==> config.mk <==
export PLATFORM = sky130hd
export DESIGN_NAME = morse_keyer_with_tone_step_core_flat
export DESIGN_NICKNAME = d
export VERILOG_FILES = /design/src/hdl/mkt_pkg.sv /design/src/hdl/mkt_ifs.sv /design/src/hdl/mkt_div.sv /design/src/hdl/mkt_dpath.sv /design/src/hdl/mkt_ctrl.sv /design/src/hdl/morse_keyer_with_tone_step_core.sv /design/src/flat_wrapper.sv
export SDC_FILE = /design/constraint.sdc
export NUM_CORES = 1
export LEC_CHECK = 0
export CAP_MARGIN = 10
export CORE_UTILIZATION = 47
export DETAILED_ROUTE_END_ITERATION = 8
export DONT_BUFFER_PORTS = 1
export SYNTH_ARGS = -nofsm -noshare
export SYNTH_HDL_FRONTEND = slang
export SYNTH_HIERARCHICAL = 1
export SYNTH_SLANG_ARGS = --single-unit
==> constraint.sdc <==
create_clock -name i_clk -period 7.1 [get_ports i_clk]
set_input_delay 1.775 -clock i_clk [delete_from_list [all_inputs] [get_ports i_clk]]
set_output_delay 1.775 -clock i_clk [all_outputs]
set_load 0.005 [all_outputs]
==> src/hdl/mkt_pkg.sv <==
// ----------------------------------------------------------------------------
// Morse keyer package
// Shared widths, register indexes, item codes, controller commands and the
// Morse symbol table.
// ----------------------------------------------------------------------------
package mkt_pkg;

    localparam int DUR_W  = 16;
    localparam int FREQ_W = 15;
    localparam int TOP_W  = 16;
    localparam int CFG_W  = 16;
    localparam int IDX_W  = 3;

    localparam logic [IDX_W-1:0] CFG_DOT    = 3'd0;
    localparam logic [IDX_W-1:0] CFG_DASH   = 3'd1;
    localparam logic [IDX_W-1:0] CFG_LGAP   = 3'd2;
    localparam logic [IDX_W-1:0] CFG_WGAP   = 3'd3;
    localparam logic [IDX_W-1:0] CFG_STEP   = 3'd4;
    localparam logic [IDX_W-1:0] CFG_FMIN   = 3'd5;
    localparam logic [IDX_W-1:0] CFG_FMAX   = 3'd6;

    localparam logic [DUR_W-1:0]  RST_DOT   = 16'd100;
    localparam logic [DUR_W-1:0]  RST_DASH  = 16'd300;
    localparam logic [DUR_W-1:0]  RST_LGAP  = 16'd700;
    localparam logic [DUR_W-1:0]  RST_WGAP  = 16'd1400;
    localparam logic [FREQ_W-1:0] RST_STEP  = 15'd100;
    localparam logic [FREQ_W-1:0] RST_FMIN  = 15'd500;
    localparam logic [FREQ_W-1:0] RST_FMAX  = 15'd2000;
    localparam logic [FREQ_W-1:0] RST_TONE  = 15'd1000;

    localparam logic [1:0] ACT_CHAR = 2'd0;
    localparam logic [1:0] ACT_UP   = 2'd1;
    localparam logic [1:0] ACT_DOWN = 2'd2;

    localparam logic [7:0] CH_NUL   = 8'h00;
    localparam logic [7:0] CH_SPACE = 8'h20;
    localparam logic [7:0] CH_ZERO  = 8'h30;
    localparam logic [7:0] CH_NINE  = 8'h39;
    localparam logic [7:0] CH_A     = 8'h41;
    localparam logic [7:0] CH_Z     = 8'h5A;
    localparam logic [7:0] CH_LOWD  = 8'h64;
    localparam logic [7:0] CH_LOWL  = 8'h6C;

    typedef enum logic [2:0] {
        K_NONE,
        K_UP,
        K_DOWN,
        K_HOLD_ON,
        K_HOLD_OFF,
        K_SPACE,
        K_CODE,
        K_OTHER
    } t_kind;

    typedef enum logic [2:0] {
        SEL_ON,
        SEL_OFF,
        SEL_HOLD,
        SEL_LGAP,
        SEL_WGAP
    } t_sel;

    typedef struct packed {
        logic load;
        logic tone_step;
        logic div_start;
        logic drive_set;
        logic drive_clr;
        logic sym_adv;
        logic emit;
        t_sel sel;
        logic last;
    } t_cmd;

    typedef struct packed {
        t_kind kind;
        logic  div_done;
        logic  out_free;
        logic  sym_last;
    } t_sts;

    // Bit i of pat is set when symbol i (sent first at bit 0) is a dash.
    typedef struct packed {
        logic [2:0] len;
        logic [4:0] pat;
    } t_morse;

    localparam t_morse LETTERS [26] = '{
        '{3'd2, 5'b00010}, '{3'd4, 5'b00001}, '{3'd4, 5'b00101}, '{3'd3, 5'b00001},
        '{3'd1, 5'b00000}, '{3'd4, 5'b00100}, '{3'd3, 5'b00011}, '{3'd4, 5'b00000},
        '{3'd2, 5'b00000}, '{3'd4, 5'b01110}, '{3'd3, 5'b00101}, '{3'd4, 5'b00010},
        '{3'd2, 5'b00011}, '{3'd2, 5'b00001}, '{3'd3, 5'b00111}, '{3'd4, 5'b00110},
        '{3'd4, 5'b01011}, '{3'd3, 5'b00010}, '{3'd3, 5'b00000}, '{3'd1, 5'b00001},
        '{3'd3, 5'b00100}, '{3'd4, 5'b01000}, '{3'd3, 5'b00110}, '{3'd4, 5'b01001},
        '{3'd4, 5'b01101}, '{3'd4, 5'b00011}
    };

    localparam t_morse DIGITS [10] = '{
        '{3'd5, 5'b11111}, '{3'd5, 5'b11110}, '{3'd5, 5'b11100}, '{3'd5, 5'b11000},
        '{3'd5, 5'b10000}, '{3'd5, 5'b00000}, '{3'd5, 5'b00001}, '{3'd5, 5'b00011},
        '{3'd5, 5'b00111}, '{3'd5, 5'b01111}
    };

    function automatic t_morse morse_lookup(input logic [7:0] ch);
        logic [7:0] off_l;
        logic [7:0] off_d;
        t_morse     m;
        off_l = ch - CH_A;
        off_d = ch - CH_ZERO;
        m     = '{3'd1, 5'b00000};
        if (ch >= CH_A && ch <= CH_Z) begin
            m = LETTERS[off_l[4:0]];
        end else if (ch >= CH_ZERO && ch <= CH_NINE) begin
            m = DIGITS[off_d[3:0]];
        end
        return m;
    endfunction

    function automatic t_kind decode_kind(input logic [1:0] act, input logic [7:0] ch);
        t_kind k;
        k = K_NONE;
        if (act == ACT_UP) begin
            k = K_UP;
        end else if (act == ACT_DOWN) begin
            k = K_DOWN;
        end else if (act == ACT_CHAR) begin
            if (ch == CH_NUL) begin
                k = K_NONE;
            end else if (ch == CH_LOWL) begin
                k = K_HOLD_ON;
            end else if (ch == CH_LOWD) begin
                k = K_HOLD_OFF;
            end else if (ch == CH_SPACE) begin
                k = K_SPACE;
            end else if ((ch >= CH_A && ch <= CH_Z) || (ch >= CH_ZERO && ch <= CH_NINE)) begin
                k = K_CODE;
            end else begin
                k = K_OTHER;
            end
        end
        return k;
    endfunction

endpackage

==> src/hdl/mkt_ifs.sv <==
// ----------------------------------------------------------------------------
// Morse keyer channels
// Input item channel and result item channel with valid/ready handshake.
// ----------------------------------------------------------------------------
interface mkt_in_if import mkt_pkg::*; ();
    logic       valid;
    logic       ready;
    logic [1:0] action;
    logic [7:0] char_code;

    modport source (output valid, output action, output char_code, input ready);
    modport sink   (input valid, input action, input char_code, output ready);
endinterface

interface mkt_out_if import mkt_pkg::*; ();
    logic             valid;
    logic             ready;
    logic             drive_on;
    logic [DUR_W-1:0] duration_ms;
    logic [TOP_W-1:0] tone_top;
    logic             last;

    modport source (output valid, output drive_on, output duration_ms, output tone_top,
                    output last, input ready);
    modport sink   (input valid, input drive_on, input duration_ms, input tone_top,
                    input last, output ready);
endinterface

==> src/hdl/mkt_div.sv <==
// ----------------------------------------------------------------------------
// Morse keyer tone divider
// Restoring divider of a fixed dividend by the tone frequency, one quotient
// bit per cycle.
// ----------------------------------------------------------------------------
module mkt_div import mkt_pkg::*; #(
    parameter int DVD = 2000000
) (
    input  logic                        i_clk,
    input  logic                        i_rst_n,
    input  logic                        i_start,
    input  logic [FREQ_W-1:0]           i_divisor,
    output logic                        o_done,
    output logic [$clog2(DVD+1)-1:0]    o_quot
);

    localparam int NW = $clog2(DVD + 1);
    localparam int CW = $clog2(NW + 1);

    logic              r_busy;
    logic              r_done;
    logic [CW-1:0]     r_cnt;
    logic [NW-1:0]     r_dvd;
    logic [NW-1:0]     r_quot;
    logic [FREQ_W-1:0] r_rem;
    logic [FREQ_W-1:0] r_dsr;

    logic [FREQ_W:0]   n_trial;
    logic [FREQ_W:0]   n_diff;
    logic              n_ge;
    logic [FREQ_W-1:0] n_rem;

    always_comb begin
        n_trial = {r_rem, r_dvd[NW-1]};
        n_diff  = n_trial - {1'b0, r_dsr};
        n_ge    = (n_trial >= {1'b0, r_dsr});
        n_rem   = n_ge ? n_diff[FREQ_W-1:0] : n_trial[FREQ_W-1:0];
    end

    always_ff @(posedge i_clk) begin
        if (!i_rst_n) begin
            r_busy <= 1'b0;
            r_done <= 1'b0;
            r_cnt  <= '0;
        end else begin
            r_done <= 1'b0;
            if (i_start) begin
                r_busy <= 1'b1;
                r_cnt  <= CW'(NW);
            end else if (r_busy) begin
                r_cnt <= r_cnt - CW'(1);
                if (r_cnt == CW'(1)) begin
                    r_busy <= 1'b0;
                    r_done <= 1'b1;
                end
            end
        end
    end

    always_ff @(posedge i_clk) begin
        if (i_start) begin
            r_dvd  <= NW'(DVD);
            r_rem  <= '0;
            r_quot <= '0;
            r_dsr  <= i_divisor;
        end else if (r_busy) begin
            r_dvd  <= {r_dvd[NW-2:0], 1'b0};
            r_rem  <= n_rem;
            r_quot <= {r_quot[NW-2:0], n_ge};
        end
    end

    assign o_done = r_done;
    assign o_quot = r_quot;

endmodule

==> src/hdl/mkt_dpath.sv <==
// ----------------------------------------------------------------------------
// Morse keyer datapath
// Configuration registers, tone and drive state, symbol tracking, tone top
// computation and the result output register.
// ----------------------------------------------------------------------------
module mkt_dpath import mkt_pkg::*; #(
    parameter int TIMER_CLOCK_NUM = 2000000
) (
    input  logic             i_clk,
    input  logic             i_rst_n,
    input  logic             i_cfg_we,
    input  logic [IDX_W-1:0] i_cfg_idx,
    input  logic [CFG_W-1:0] i_cfg_data,
    input  logic [1:0]       i_action,
    input  logic [7:0]       i_char_code,
    input  t_cmd             i_cmd,
    output t_sts             o_sts,
    mkt_out_if.source        o_out
);

    localparam int NW = $clog2(TIMER_CLOCK_NUM + 1);
    localparam int QW = (NW > TOP_W + 1) ? NW : TOP_W + 1;

    logic [DUR_W-1:0]  r_dot;
    logic [DUR_W-1:0]  r_dash;
    logic [DUR_W-1:0]  r_lgap;
    logic [DUR_W-1:0]  r_wgap;
    logic [FREQ_W-1:0] r_step;
    logic [FREQ_W-1:0] r_fmin;
    logic [FREQ_W-1:0] r_fmax;

    logic [FREQ_W-1:0] r_tone;
    logic              r_level;
    logic [TOP_W-1:0]  r_top;
    logic [1:0]        r_act;
    t_kind             r_kind;
    logic [2:0]        r_sym_len;
    logic [4:0]        r_sym_pat;
    logic [2:0]        r_sym_idx;

    logic              r_out_valid;
    logic              r_out_drive;
    logic [DUR_W-1:0]  r_out_dur;
    logic [TOP_W-1:0]  r_out_top;
    logic              r_out_last;

    logic              div_done;
    logic [NW-1:0]     div_quot;
    logic [QW-1:0]     q_ext;
    logic [QW-1:0]     q_m1;
    logic [TOP_W-1:0]  n_top;

    logic [FREQ_W:0]   up_sum;
    logic [FREQ_W-1:0] dn_diff;
    logic [FREQ_W-1:0] n_tone;

    logic              n_drive;
    logic [DUR_W-1:0]  n_dur;
    t_morse            lk;

    mkt_div #(
        .DVD (TIMER_CLOCK_NUM)
    ) u_div (
        .i_clk     (i_clk),
        .i_rst_n   (i_rst_n),
        .i_start   (i_cmd.div_start),
        .i_divisor (r_tone),
        .o_done    (div_done),
        .o_quot    (div_quot)
    );

    always_comb begin
        q_ext = QW'(div_quot);
        q_m1  = q_ext - QW'(1);
        if (r_tone == '0) begin
            n_top = '1;
        end else if (q_ext == '0) begin
            n_top = '0;
        end else if (q_m1 > QW'(17'h0FFFF)) begin
            n_top = '1;
        end else begin
            n_top = q_m1[TOP_W-1:0];
        end
    end

    always_comb begin
        up_sum  = {1'b0, r_tone} + {1'b0, r_step};
        dn_diff = r_tone - r_step;
        if (r_act == ACT_UP) begin
            n_tone = (up_sum > {1'b0, r_fmax}) ? r_fmax : up_sum[FREQ_W-1:0];
        end else if (r_tone < r_step || dn_diff < r_fmin) begin
            n_tone = r_fmin;
        end else begin
            n_tone = dn_diff;
        end
    end

    always_comb begin
        unique case (i_cmd.sel)
            SEL_ON: begin
                n_drive = 1'b1;
                n_dur   = r_sym_pat[r_sym_idx] ? r_dash : r_dot;
            end
            SEL_OFF: begin
                n_drive = 1'b0;
                n_dur   = r_dot;
            end
            SEL_HOLD: begin
                n_drive = r_level;
                n_dur   = '0;
            end
            SEL_LGAP: begin
                n_drive = r_level;
                n_dur   = r_lgap;
            end
            SEL_WGAP: begin
                n_drive = r_level;
                n_dur   = r_wgap;
            end
            default: begin
                n_drive = r_level;
                n_dur   = '0;
            end
        endcase
    end

    assign lk = morse_lookup(i_char_code);

    always_ff @(posedge i_clk) begin
        if (!i_rst_n) begin
            r_dot       <= RST_DOT;
            r_dash      <= RST_DASH;
            r_lgap      <= RST_LGAP;
            r_wgap      <= RST_WGAP;
            r_step      <= RST_STEP;
            r_fmin      <= RST_FMIN;
            r_fmax      <= RST_FMAX;
            r_tone      <= RST_TONE;
            r_level     <= 1'b0;
            r_out_valid <= 1'b0;
        end else begin
            if (i_cfg_we) begin
                unique case (i_cfg_idx)
                    CFG_DOT:  r_dot  <= i_cfg_data;
                    CFG_DASH: r_dash <= i_cfg_data;
                    CFG_LGAP: r_lgap <= i_cfg_data;
                    CFG_WGAP: r_wgap <= i_cfg_data;
                    CFG_STEP: r_step <= i_cfg_data[FREQ_W-1:0];
                    CFG_FMIN: r_fmin <= i_cfg_data[FREQ_W-1:0];
                    CFG_FMAX: r_fmax <= i_cfg_data[FREQ_W-1:0];
                    default: ;
                endcase
            end
            if (i_cmd.tone_step) begin
                r_tone <= n_tone;
            end
            if (i_cmd.drive_set) begin
                r_level <= 1'b1;
            end else if (i_cmd.drive_clr) begin
                r_level <= 1'b0;
            end
            if (i_cmd.emit) begin
                r_out_valid <= 1'b1;
            end else if (o_out.ready) begin
                r_out_valid <= 1'b0;
            end
        end
    end

    always_ff @(posedge i_clk) begin
        if (div_done) begin
            r_top <= n_top;
        end
        if (i_cmd.load) begin
            r_act     <= i_action;
            r_kind    <= decode_kind(i_action, i_char_code);
            r_sym_len <= lk.len;
            r_sym_pat <= lk.pat;
            r_sym_idx <= '0;
        end else if (i_cmd.sym_adv) begin
            r_sym_idx <= r_sym_idx + 3'd1;
        end
        if (i_cmd.emit) begin
            r_out_drive <= n_drive;
            r_out_dur   <= n_dur;
            r_out_top   <= r_top;
            r_out_last  <= i_cmd.last;
        end
    end

    always_comb begin
        o_sts.kind     = r_kind;
        o_sts.div_done = div_done;
        o_sts.out_free = !r_out_valid || o_out.ready;
        o_sts.sym_last = (r_sym_idx == r_sym_len - 3'd1);
    end

    assign o_out.valid       = r_out_valid;
    assign o_out.drive_on    = r_out_drive;
    assign o_out.duration_ms = r_out_dur;
    assign o_out.tone_top    = r_out_top;
    assign o_out.last        = r_out_last;

endmodule

==> src/hdl/mkt_ctrl.sv <==
// ----------------------------------------------------------------------------
// Morse keyer controller
// Sequences decode, tone update and the segments of each item.
// ----------------------------------------------------------------------------
module mkt_ctrl import mkt_pkg::*; (
    input  logic i_clk,
    input  logic i_rst_n,
    input  logic i_in_valid,
    output logic o_in_ready,
    input  t_sts i_sts,
    output t_cmd o_cmd
);

    typedef enum logic [3:0] {
        S_INIT_DIV,
        S_INIT_WAIT,
        S_IDLE,
        S_DECODE,
        S_STEP_DIV,
        S_STEP_WAIT,
        S_HOLD,
        S_SPACE,
        S_SYM_ON,
        S_SYM_OFF,
        S_LGAP,
        S_WGAP
    } t_state;

    t_state r_state;
    t_state n_state;

    always_comb begin
        o_cmd     = '0;
        o_cmd.sel = SEL_HOLD;
        n_state   = r_state;
        unique case (r_state)
            S_INIT_DIV: begin
                o_cmd.div_start = 1'b1;
                n_state         = S_INIT_WAIT;
            end
            S_INIT_WAIT: begin
                if (i_sts.div_done) begin
                    n_state = S_IDLE;
                end
            end
            S_IDLE: begin
                if (i_in_valid) begin
                    o_cmd.load = 1'b1;
                    n_state    = S_DECODE;
                end
            end
            S_DECODE: begin
                unique case (i_sts.kind)
                    K_NONE: n_state = S_IDLE;
                    K_UP, K_DOWN: begin
                        o_cmd.tone_step = 1'b1;
                        n_state         = S_STEP_DIV;
                    end
                    K_HOLD_ON: begin
                        o_cmd.drive_set = 1'b1;
                        n_state         = S_HOLD;
                    end
                    K_HOLD_OFF: begin
                        o_cmd.drive_clr = 1'b1;
                        n_state         = S_HOLD;
                    end
                    K_SPACE: begin
                        o_cmd.drive_clr = 1'b1;
                        n_state         = S_SPACE;
                    end
                    K_CODE:  n_state = S_SYM_ON;
                    K_OTHER: n_state = S_LGAP;
                    default: n_state = S_IDLE;
                endcase
            end
            S_STEP_DIV: begin
                o_cmd.div_start = 1'b1;
                n_state         = S_STEP_WAIT;
            end
            S_STEP_WAIT: begin
                if (i_sts.div_done) begin
                    n_state = S_HOLD;
                end
            end
            S_HOLD: begin
                if (i_sts.out_free) begin
                    o_cmd.emit = 1'b1;
                    o_cmd.sel  = SEL_HOLD;
                    o_cmd.last = 1'b1;
                    n_state    = S_IDLE;
                end
            end
            S_SPACE: begin
                if (i_sts.out_free) begin
                    o_cmd.emit = 1'b1;
                    o_cmd.sel  = SEL_OFF;
                    n_state    = S_LGAP;
                end
            end
            S_SYM_ON: begin
                if (i_sts.out_free) begin
                    o_cmd.emit      = 1'b1;
                    o_cmd.sel       = SEL_ON;
                    o_cmd.drive_set = 1'b1;
                    n_state         = S_SYM_OFF;
                end
            end
            S_SYM_OFF: begin
                if (i_sts.out_free) begin
                    o_cmd.emit      = 1'b1;
                    o_cmd.sel       = SEL_OFF;
                    o_cmd.drive_clr = 1'b1;
                    o_cmd.sym_adv   = 1'b1;
                    n_state         = i_sts.sym_last ? S_LGAP : S_SYM_ON;
                end
            end
            S_LGAP: begin
                if (i_sts.out_free) begin
                    o_cmd.emit = 1'b1;
                    o_cmd.sel  = SEL_LGAP;
                    n_state    = S_WGAP;
                end
            end
            S_WGAP: begin
                if (i_sts.out_free) begin
                    o_cmd.emit = 1'b1;
                    o_cmd.sel  = SEL_WGAP;
                    o_cmd.last = 1'b1;
                    n_state    = S_IDLE;
                end
            end
            default: n_state = S_IDLE;
        endcase
    end

    always_ff @(posedge i_clk) begin
        if (!i_rst_n) begin
            r_state <= S_INIT_DIV;
        end else begin
            r_state <= n_state;
        end
    end

    assign o_in_ready = (r_state == S_IDLE);

endmodule

==> src/hdl/morse_keyer_with_tone_step_core.sv <==
// ----------------------------------------------------------------------------
// Morse keyer with stepped tone
// Keys characters into on and off segments and steps the buzzer tone.
// ----------------------------------------------------------------------------
// Each accepted item is a received character or a tone button event. A keyed
// character is decoded in the cycle after acceptance and then sends one result
// per cycle while the sink takes them, up to twelve results for a digit; the
// next item is accepted once the final result is in the output register. A
// button event updates the tone and recomputes the PWM top value with a serial
// divider that yields one quotient bit per cycle. After reset the same divider
// computes the initial top value, and no item is accepted until it is done;
// configuration writes are taken at any time.
module morse_keyer_with_tone_step_core import mkt_pkg::*; #(
    parameter int TIMER_CLOCK_NUM = 2000000
) (
    input  logic             i_clk,
    input  logic             i_rst_n,
    input  logic             i_cfg_we,
    input  logic [IDX_W-1:0] i_cfg_idx,
    input  logic [CFG_W-1:0] i_cfg_data,
    mkt_in_if.sink           i_in,
    mkt_out_if.source        o_out
);

    t_cmd cmd;
    t_sts sts;

    mkt_ctrl u_ctrl (
        .i_clk      (i_clk),
        .i_rst_n    (i_rst_n),
        .i_in_valid (i_in.valid),
        .o_in_ready (i_in.ready),
        .i_sts      (sts),
        .o_cmd      (cmd)
    );

    mkt_dpath #(
        .TIMER_CLOCK_NUM (TIMER_CLOCK_NUM)
    ) u_dpath (
        .i_clk       (i_clk),
        .i_rst_n     (i_rst_n),
        .i_cfg_we    (i_cfg_we),
        .i_cfg_idx   (i_cfg_idx),
        .i_cfg_data  (i_cfg_data),
        .i_action    (i_in.action),
        .i_char_code (i_in.char_code),
        .i_cmd       (cmd),
        .o_sts       (sts),
        .o_out       (o_out)
    );

endmodule
==> src/flat_wrapper.sv <==
// flat-port wrapper written by rule: the top's interface ports become plain ports
module morse_keyer_with_tone_step_core_flat import mkt_pkg::*;
#(
    parameter int TIMER_CLOCK_NUM = 2000000
)
  (i_clk, i_rst_n, i_cfg_we, i_cfg_idx, i_cfg_data, i_in_valid, i_in_action, i_in_char_code, i_in_ready, o_out_valid, o_out_drive_on, o_out_duration_ms, o_out_tone_top, o_out_last, o_out_ready);
  mkt_in_if i_in_i ();
  mkt_out_if o_out_i ();
  input  logic i_clk;
  input  logic i_rst_n;
  input  logic i_cfg_we;
  input  logic [IDX_W-1:0] i_cfg_idx;
  input  logic [CFG_W-1:0] i_cfg_data;
  input wire logic [$bits(i_in_i.valid)-1:0] i_in_valid;
  input wire logic [$bits(i_in_i.action)-1:0] i_in_action;
  input wire logic [$bits(i_in_i.char_code)-1:0] i_in_char_code;
  output wire logic [$bits(i_in_i.ready)-1:0] i_in_ready;
  output wire logic [$bits(o_out_i.valid)-1:0] o_out_valid;
  output wire logic [$bits(o_out_i.drive_on)-1:0] o_out_drive_on;
  output wire logic [$bits(o_out_i.duration_ms)-1:0] o_out_duration_ms;
  output wire logic [$bits(o_out_i.tone_top)-1:0] o_out_tone_top;
  output wire logic [$bits(o_out_i.last)-1:0] o_out_last;
  input wire logic [$bits(o_out_i.ready)-1:0] o_out_ready;
  assign i_in_i.valid = i_in_valid;
  assign i_in_i.action = i_in_action;
  assign i_in_i.char_code = i_in_char_code;
  assign i_in_ready = i_in_i.ready;
  assign o_out_valid = o_out_i.valid;
  assign o_out_drive_on = o_out_i.drive_on;
  assign o_out_duration_ms = o_out_i.duration_ms;
  assign o_out_tone_top = o_out_i.tone_top;
  assign o_out_last = o_out_i.last;
  assign o_out_i.ready = o_out_ready;
  morse_keyer_with_tone_step_core #(.TIMER_CLOCK_NUM(TIMER_CLOCK_NUM)) u_core (.i_clk(i_clk), .i_rst_n(i_rst_n), .i_cfg_we(i_cfg_we), .i_cfg_idx(i_cfg_idx), .i_cfg_data(i_cfg_data), .i_in(i_in_i), .o_out(o_out_i));
endmodule
==> metrics.md, run 1 <==
| Metric | Value |
|---|---|
| Hold Path Class | `flip-flop to flip-flop` |
| Post-Syn Instances | `between 1,500 and 2,000` |
| Num Clock Sinks | `roughly 270` |
| Sequential power share | `0.381` |
| Worst-path clk slew | `about 70 ps` |
| Final period utilization | `0.720` |
| Ant diodes | `0` |
| Core area | `roughly 0.032 mm2` |
| Register area share after synthesis | `0.404` |
| Non-filler instance count after layout | `roughly 2,100` |
| Pre-antenna DRT Iters | `5` |
| RSZ-0062 raised after global routing | `no` |
| Highest Signal Layer | `met4` |
| HPWL after DPL | `25,900 um` |
| Routed wire length | `roughly 38,000 um` |
| PD cells | `a little over 300 mW/mm2` |
| CP arrival | `between 5000 and 6000 ps` |
| Crit path max fanout | `10` |
| DRC errors left | `0` |
| Largest net degree at the start of global routing | `136` |
| CP bufs+invs | `2` |
| Status | `finished clean` |
| Synth area leaders | `dfxtp_1, edfxtp_1, nand2_1` |
| First-pass GRT wire length | `between 60,000 and 70,000 um` |
| Post-Synthesis Cell Area | `0.0152 mm2` |
| Min-delay src | `u_core/u_dpath/r_top[13]` |
| Via Count | `around 12,000` |
| Fillers | `between 2,000 and 3,000` |
| Area of the multi-input gates | `about 0.0083 mm2` |
| WHS Endpoint | `u_core/u_dpath/o_out.tone_top[13]` |
| Switching part of the total | `0.348` |
| Clk buf depth | `3` |
| CP delay by family, top | `compound AO/OA/AOI/OAI gates` |
| Critical path's slowest cell | `and3_1` |
| Vias in the first global route | `11,400` |
| Initial core utilization | `0.479` |
| Synth Flop Type | `dfxtp_1` |
| Yosys reg bits | `between 200 and 300` |
| R2R depth | `17` |
| I/O pins | `70` |
| Normalized max-slew margin | `0.204` |
| Die Area | `roughly 0.033 mm2` |
| DP Worst Slack | `roughly 2000 ps` |
| WP data required | `7550 ps` |
| FP Rows | `65` |
| GPL Wtd Cong | `~0.9` |
| Net switching power | `between 1.5 and 2 mW` |
| Internal | `3.27 mW` |
| Fraction of layout cells with a size suffix above 1 | `0.0652` |
| Most frequent cells in the layout | `nand2_1, dfxtp_1, nor2_1` |
| PnR worst setup slack | `about 2000 ps` |
| Setup TNS | `0 ps` |
| Number of synthesized flops with an enable pin | `78` |
| CTS buffer count | `29` |
| Yosys top cell area share | `0.250` |
| RR Startpoint | `u_core/u_dpath/r_step[2]` |
| Met3 wire len | `approximately 1800 um` |
| GRT Util Overall | `0.227` |
| Commonest non-fill, non-tap cell in the layout | `nand2_1` |
| P_leak | `between 6 and 7 nW` |
| Slew @ Worst Pin | `around 1200 ps` |
| Max stage delay on crit path | `approximately 560 ps` |
| WL met2 | `~17,000 um` |
| Detail Route Antenna Nets | `0` |
| Max_cap viols | `0` |
| R2R Setup Slk | `approximately 2000 ps` |
| CTS tree | `yes` |
| Clock power frac | `0.300` |
| Area Growth Syn to Fin | `7.78%` |
| Die width | `182 um` |
| Wirelength per Cell | `about 18 um` |
| Yosys top cell by area | `dfxtp_1` |
| Register Area | `roughly 0.0061 mm2` |
| Placed Instances | `~2,000` |
| Drt first-iter violations | `between 700 and 800` |
| FMAX | `between 0.15 and 0.2 GHz` |
| Final Skew | `between 30 and 40 ps` |
| Root buffer cell | `clkbuf_16` |
| Crit path kind | `flip-flop to flip-flop` |
| Worst Setup Start Kind | `flip-flop` |
| Initial antenna violation count | `0` |
| Net Count, Synth | `~1,800` |
| Worst Setup End Kind | `flip-flop` |
| End of the worst register-to-register path | `u_core/u_dpath/r_tone[2]` |
| Nets | `1,789` |
| Unique masters post-synth | `96` |
| Resized Gates After CTS | `0` |
| CP cell instances | `inv_1 -> ha_1 -> nand2b_1 -> a221oi_1 -> o221ai_1 -> a31oi_1 -> o21bai_1 -> nand2b_1 -> xnor2_1 -> ha_1 -> nand3_1 -> or4_1 -> o31ai_1 -> and3_1 -> buf_4 -> mux2_1 -> a221o_1` |
| Comb pwr share | `0.318` |
| Hold depth | `0` |
| Worst VDD drop | `~0.00022 V` |
| Avg Vias per Cell | `approximately 5.7` |
| M1 WL | `about 18,000 um` |
| Syn avg cell area | `between 8 and 9 um2` |
| Die Ht | `around 180 um` |
| Post-CTS Setup Inserts | `0` |
| Yosys warns | `6` |
| Final Max Tran Viols | `0` |
| Ys async rst share | `0` |
| H-tree lvl count | `1` |
| Gr ovfl total | `0` |
| Min cycle time layout | `around 5100 ps` |
| Worst skew pair latency | `580 ps` |
| Final Hold Vio Count | `0` |
| Buffers on Ports | `0` |
| Hold buffers post-CTS | `0` |
| Final setup viols | `0` |
## flip-flops by register name, indices dropped and copies added, names as in the netlist, 15 cells and up
name                              flops
u_core/u_dpath/r_step                15
u_core/u_dpath/o_out.duration_ms     16
u_core/u_dpath/r_dot                 16
u_core/u_dpath/r_dash                16
u_core/u_dpath/r_top                 16
u_core/u_dpath/u_div/r_rem           15
u_core/u_dpath/u_div/o_quot          21
u_core/u_dpath/r_wgap                16
u_core/u_dpath/r_fmax                15
u_core/u_dpath/r_fmin                15
u_core/u_dpath/r_tone                15
u_core/u_dpath/o_out.tone_top        16
u_core/u_dpath/r_lgap                16
u_core/u_dpath/u_div/r_dsr           15
## logic make-up (layout without fill, tap and decap cells)
kind of cell,after synthesis,in the layout,synth area share
flip-flops,268,268,0.404
XOR/XNOR,61,61,0.0352
AND/OR/NAND/NOR,635,635,0.192
AO/OA/AOI/OAI,373,373,0.177
multiplexers,97,97,0.0655
adder cells (fa/ha/maj),91,91,0.0764
buffers and inverters,185,162,0.0500
## cell type report
| type | instances | area share |
|---|---|---|
| Clock buffer | 42 | 0.0499 |
| Clock inverter | 12 | 0.00848 |
| Inverter | 96 | 0.0220 |
| Multi-Input combinational cell | 1257 | 0.508 |
| Sequential cell | 268 | 0.375 |
| Tap cell | 402 | 0.0307 |
| Timing Repair Buffer | 12 | 0.00550 |
## through the flow
stage                     cell area (um2)  total power [mW]  hold WS, ps   util
after floorplan                     15200              3.23          400      -
after global placement              15400              3.52          403  0.486
after detailed placement            15400              3.54          405  0.486
after CTS                           16400              5.07          419  0.516
after global routing                16400              5.32          424  0.516
final                               16400              5.02          417  0.516
## power by group through the flow
| stage | registers, mW | logic, mW | clock network (mW) |
|---|---|---|---|
| after floorplan | 1.88 | 1.35 | 0 |
| after global placement | 1.94 | 1.58 | 0 |
| after detailed placement | 1.94 | 1.60 | 0 |
| after CTS | 1.91 | 1.61 | 1.55 |
| after global routing | 1.94 | 1.77 | 1.61 |
| final | 1.91 | 1.60 | 1.51 |
## metal layers
metal	vias to the layer above	global-route usage
met1	5614	0.312
met2	281	0.375
met3	45	0.0269
li1	5956	-
met5	-	0
met4	0	0.0631
## worst max-delay path by stage
stage | to | startpoint | cells past startpoint | slack (ps)
after detailed placement | u_core/u_dpath/r_tone[2] | u_core/u_dpath/r_step[2] | 17 | 2010
after global placement | u_core/u_dpath/r_tone[2] | u_core/u_dpath/r_step[2] | 17 | 2120
after CTS | u_core/u_dpath/r_tone[2] | u_core/u_dpath/r_step[2] | 17 | 1990
after global routing | u_core/u_dpath/r_tone[2] | u_core/u_dpath/r_step[2] | 17 | 1590
final | u_core/u_dpath/r_tone[2] | u_core/u_dpath/r_step[2] | 17 | 1990
after floorplan | u_core/u_dpath/r_tone[2] | u_core/u_dpath/r_step[2] | 20 | 2970
## synth_stat cells (9+ instances only)
master	instances
xnor2_1	42
nor2_1	133
o21ai_0	44
a21boi_0	81
nor4_1	11
a21o_1	10
mux2i_1	87
nor3b_1	9
nand2b_1	25
dfxtp_1	190
nor3_1	36
o22ai_1	9
edfxtp_1	78
o21a_1	9
o211ai_1	25
ha_1	88
nor2b_1	14
nand2_1	304
nand3_1	35
and3_1	11
inv_1	92
nand4_1	12
a21oi_1	60
clkbuf_1	71
o221ai_1	20
a211oi_1	21
xor2_1	19
o21ai_1	15
## worst reg2reg max path: stages (launching register included)
cell and delay, ps:
dfxtp_1 340, inv_1 60, ha_1 430, nand2b_1 220, a221oi_1 470, o221ai_1 290, a31oi_1 240, o21bai_1 120
nand2b_1 100, xnor2_1 70, ha_1 300, nand3_1 90, or4_1 500, o31ai_1 280, and3_1 560, buf_4 280
mux2_1 340, a221o_1 310
Note: power is estimated with default switching activity, not from simulation.
==> inputs of run 2 (changes only) <==
==> constraint.sdc (replaced) <==
create_clock -name i_clk -period 4.55 [get_ports i_clk]
set_input_delay 1.1375 -clock i_clk [delete_from_list [all_inputs] [get_ports i_clk]]
set_output_delay 1.1375 -clock i_clk [all_outputs]
set_load 0.005 [all_outputs]
==> run 2 against run 1 <==
Global-route usage up 0.24 points. Fmax is 18% higher. Sequential power grew 56%. Routed wire length grew 0.51%. Setup slack lost 1800 ps. Final area up 1.7%. First-iteration DRC count is 13% lower. Critical path type unchanged. Critical endpoint unchanged. Highest routed layer unchanged.
==> metrics.md, run 2 (synthesized netlist as in run 1, its figures left out) <==
| Metric | Value |
|---|---|
| PD cells | `485 mW/mm2 (+58%)` |
| PnR worst setup slack | `222 ps (-1770 ps)` |
| Initial antenna violation count | `0 (unchanged)` |
| R2R depth | `17 (unchanged)` |
| Area of the multi-input gates | `0.00836 mm2 (+0.41%)` |
| Core area | `0.0317 mm2 (unchanged)` |
| Buffers on Ports | `0 (unchanged)` |
| Initial core utilization | `0.479 (unchanged)` |
| FP Rows | `65 (unchanged)` |
| Crit path max fanout | `5 (-5)` |
| GPL Wtd Cong | `0.884 (+0.71%)` |
| Slew @ Worst Pin | `1060 ps (-118 ps)` |
| I/O pins | `70 (unchanged)` |
| Commonest non-fill, non-tap cell in the layout | `nand2_1` |
| GR peak layer | `met2` |
| Setup TNS | `0 ps (unchanged)` |
| Worst Setup End Kind | `flip-flop` |
| GRT met1 Usage | `0.309 (-0.00330)` |
| P_leak | `6.63 nW (+2.3%)` |
| HPWL after DPL | `26,300 um (+1.7%)` |
| Pre-antenna DRT Iters | `5 (unchanged)` |
| Min cycle time layout | `4330 ps (-784 ps)` |
| Via Count | `12,100 (+1.4%)` |
| Detail Route Antenna Nets | `0 (unchanged)` |
| Status | `finished clean` |
| Vias in the first global route | `11,300 (-0.27%)` |
| Max_cap viols | `0 (unchanged)` |
| Wirelength per Cell | `17.9 um (-0.63%)` |
| M2 GR Usage | `0.384 (+0.00831)` |
| Drt first-iter violations | `683 (-13%)` |
| Crit path kind | `flip-flop to flip-flop` |
| Hold buffers post-CTS | `0 (unchanged)` |
| Worst-path clk slew | `70 ps (about the same)` |
| Final hold slack | `416 ps (-0.789 ps)` |
| Final Skew | `26.3 ps (-9.37 ps)` |
| Hold Path Class | `flip-flop to flip-flop` |
| CTS buffer count | `30 (+3.4%)` |
| RSZ-0062 raised after global routing | `no` |
| Ant diodes | `0 (unchanged)` |
| Area Growth Syn to Fin | `9.65%` |
| H-tree lvl count | `1 (unchanged)` |
| Die width | `182 um (unchanged)` |
| Global Route met3 Usage | `0.0311 (+0.00421)` |
| Flip-flop count of the largest register after layout | `21 (unchanged)` |
| Root buffer cell | `clkbuf_16` |
| GRT Util Overall | `0.229 (+0.00241)` |
| DP Worst Slack | `2.89 ps (-2000 ps)` |
| Register Area | `0.00615 mm2 (unchanged)` |
| CTS tree | `yes` |
| Avg Vias per Cell | `5.71 (+0.26%)` |
| Final Max Tran Viols | `0 (unchanged)` |
| Gr ovfl total | `0 (unchanged)` |
| Final Util | `0.525 (+0.00895)` |
| Final Hold Vio Count | `0 (unchanged)` |
| Routed wire length | `37,900 um (+0.51%)` |
| FMAX | `0.231 GHz (+18%)` |
| Final setup viols | `0 (unchanged)` |
| Worst VDD drop | `0.000452 V (+110%)` |
| CP arrival | `4790 ps (-770 ps)` |
| Nets | `1,812 (+1.3%)` |
| Most frequent cells in the layout | `nand2_1, dfxtp_1, nor2_1` |
| Tot Pwr | `8.09 mW (+61%)` |
| Fraction of layout cells with a size suffix above 1 | `0.0830 (+0.0178)` |
| Clk buf depth | `3 (unchanged)` |
| Final period utilization | `0.951 (+0.231)` |
| Worst Setup Start Kind | `flip-flop` |
| DRC errors left | `0 (unchanged)` |
| First-pass GRT wire length | `61,100 um (+0.99%)` |
| Num Clock Sinks | `268 (unchanged)` |
| Worst skew pair latency | `570 ps (about the same)` |
| WP data required | `5010 ps (-2540 ps)` |
| Hold depth | `0 (unchanged)` |
| Largest net degree at the start of global routing | `136 (unchanged)` |
| Die Area | `0.0331 mm2 (unchanged)` |
| Fillers | `2,933 (-2.2%)` |
| Normalized max-slew margin | `0.292 (+0.0874)` |
| Die Ht | `182 um (unchanged)` |
[run 2: cell types whose count changed in the layout (fill, tap and decap cells not counted), moves of 2 or more]
cell        previous run  this run
buf_4                 12        33
bufinv_16              2         5
clkbuf_1               9         3
clkinv_1               1         5
clkinv_4               1         3
clkinvlp_4             0         2
o21ai_0               44        42
o21ai_1               15        17
[run 2: report_power, final]
part,total [mW],internal [mW],switching (mW)
sequential,2.98,2.77,0.204
combinational,2.58,1.03,1.54
clock,2.54,1.53,1.01
total,8.09,5.33,2.76
[run 2: final cells by class]
| class | instances | share of cell area |
|---|---|---|
| repair buffers | 34 | 0.0152 |
| clock inverters | 21 | 0.0152 |
| clock buffers | 35 | 0.0474 |
| inverters | 96 | 0.0216 |
| flip-flops and latches | 268 | 0.369 |
| multi-input cells | 1257 | 0.502 |
| well taps | 402 | 0.0302 |
[run 2: timing repair]
item,CTS,global route
cloned,0,0
gates resized for setup,0,8
buffers inserted,3,1
pin swaps,1,1
endpoints found under the setup margin,2,15
endpoints found under the hold margin,0,0
[run 2: worst max-delay path: stages (launching register included)]
cell      delay [ps]
dfxtp_1          390
ha_1             260
or3_1            440
or2_1            260
o221ai_2         180
a31oi_1          110
o21bai_1         190
nand2b_1         100
xnor2_1          140
ha_1             310
nand3_1          100
or4_1            520
a21o_1           180
o211ai_1         100
o31ai_2          100
and3_1           210
mux2_1           320
a221o_1          310
[run 2: final timing paths]
kind / start / end / slack (ps)
setup / recovery: u_core/u_dpath/r_tone[4] / u_core/u_dpath/r_tone[2] / 220
hold / removal: u_core/u_dpath/r_top[2] / u_core/u_dpath/o_out.tone_top[2] / 420
setup reg to reg: u_core/u_dpath/r_tone[4] / u_core/u_dpath/r_tone[2] / 220
hold reg to reg: u_core/u_dpath/r_top[2] / u_core/u_dpath/o_out.tone_top[2] / 420
[run 2: layer usage]
| layer | up-vias | routed length (um) |
|---|---|---|
| met5 | - | 0 |
| met1 | 5717 | 17500 |
| li1 | 6010 | - |
| met4 | 0 | 984 |
| met3 | 59 | 1870 |
| met2 | 278 | 17500 |
[run 2: stage by stage]
stage / std cells / instance area, um2
after global placement: 2052 / 15600
after detailed placement: 2052 / 15600
after floorplan: 1710 / 15200
after CTS: 2111 / 16600
after global routing: 2113 / 16700
final: 2113 / 16700
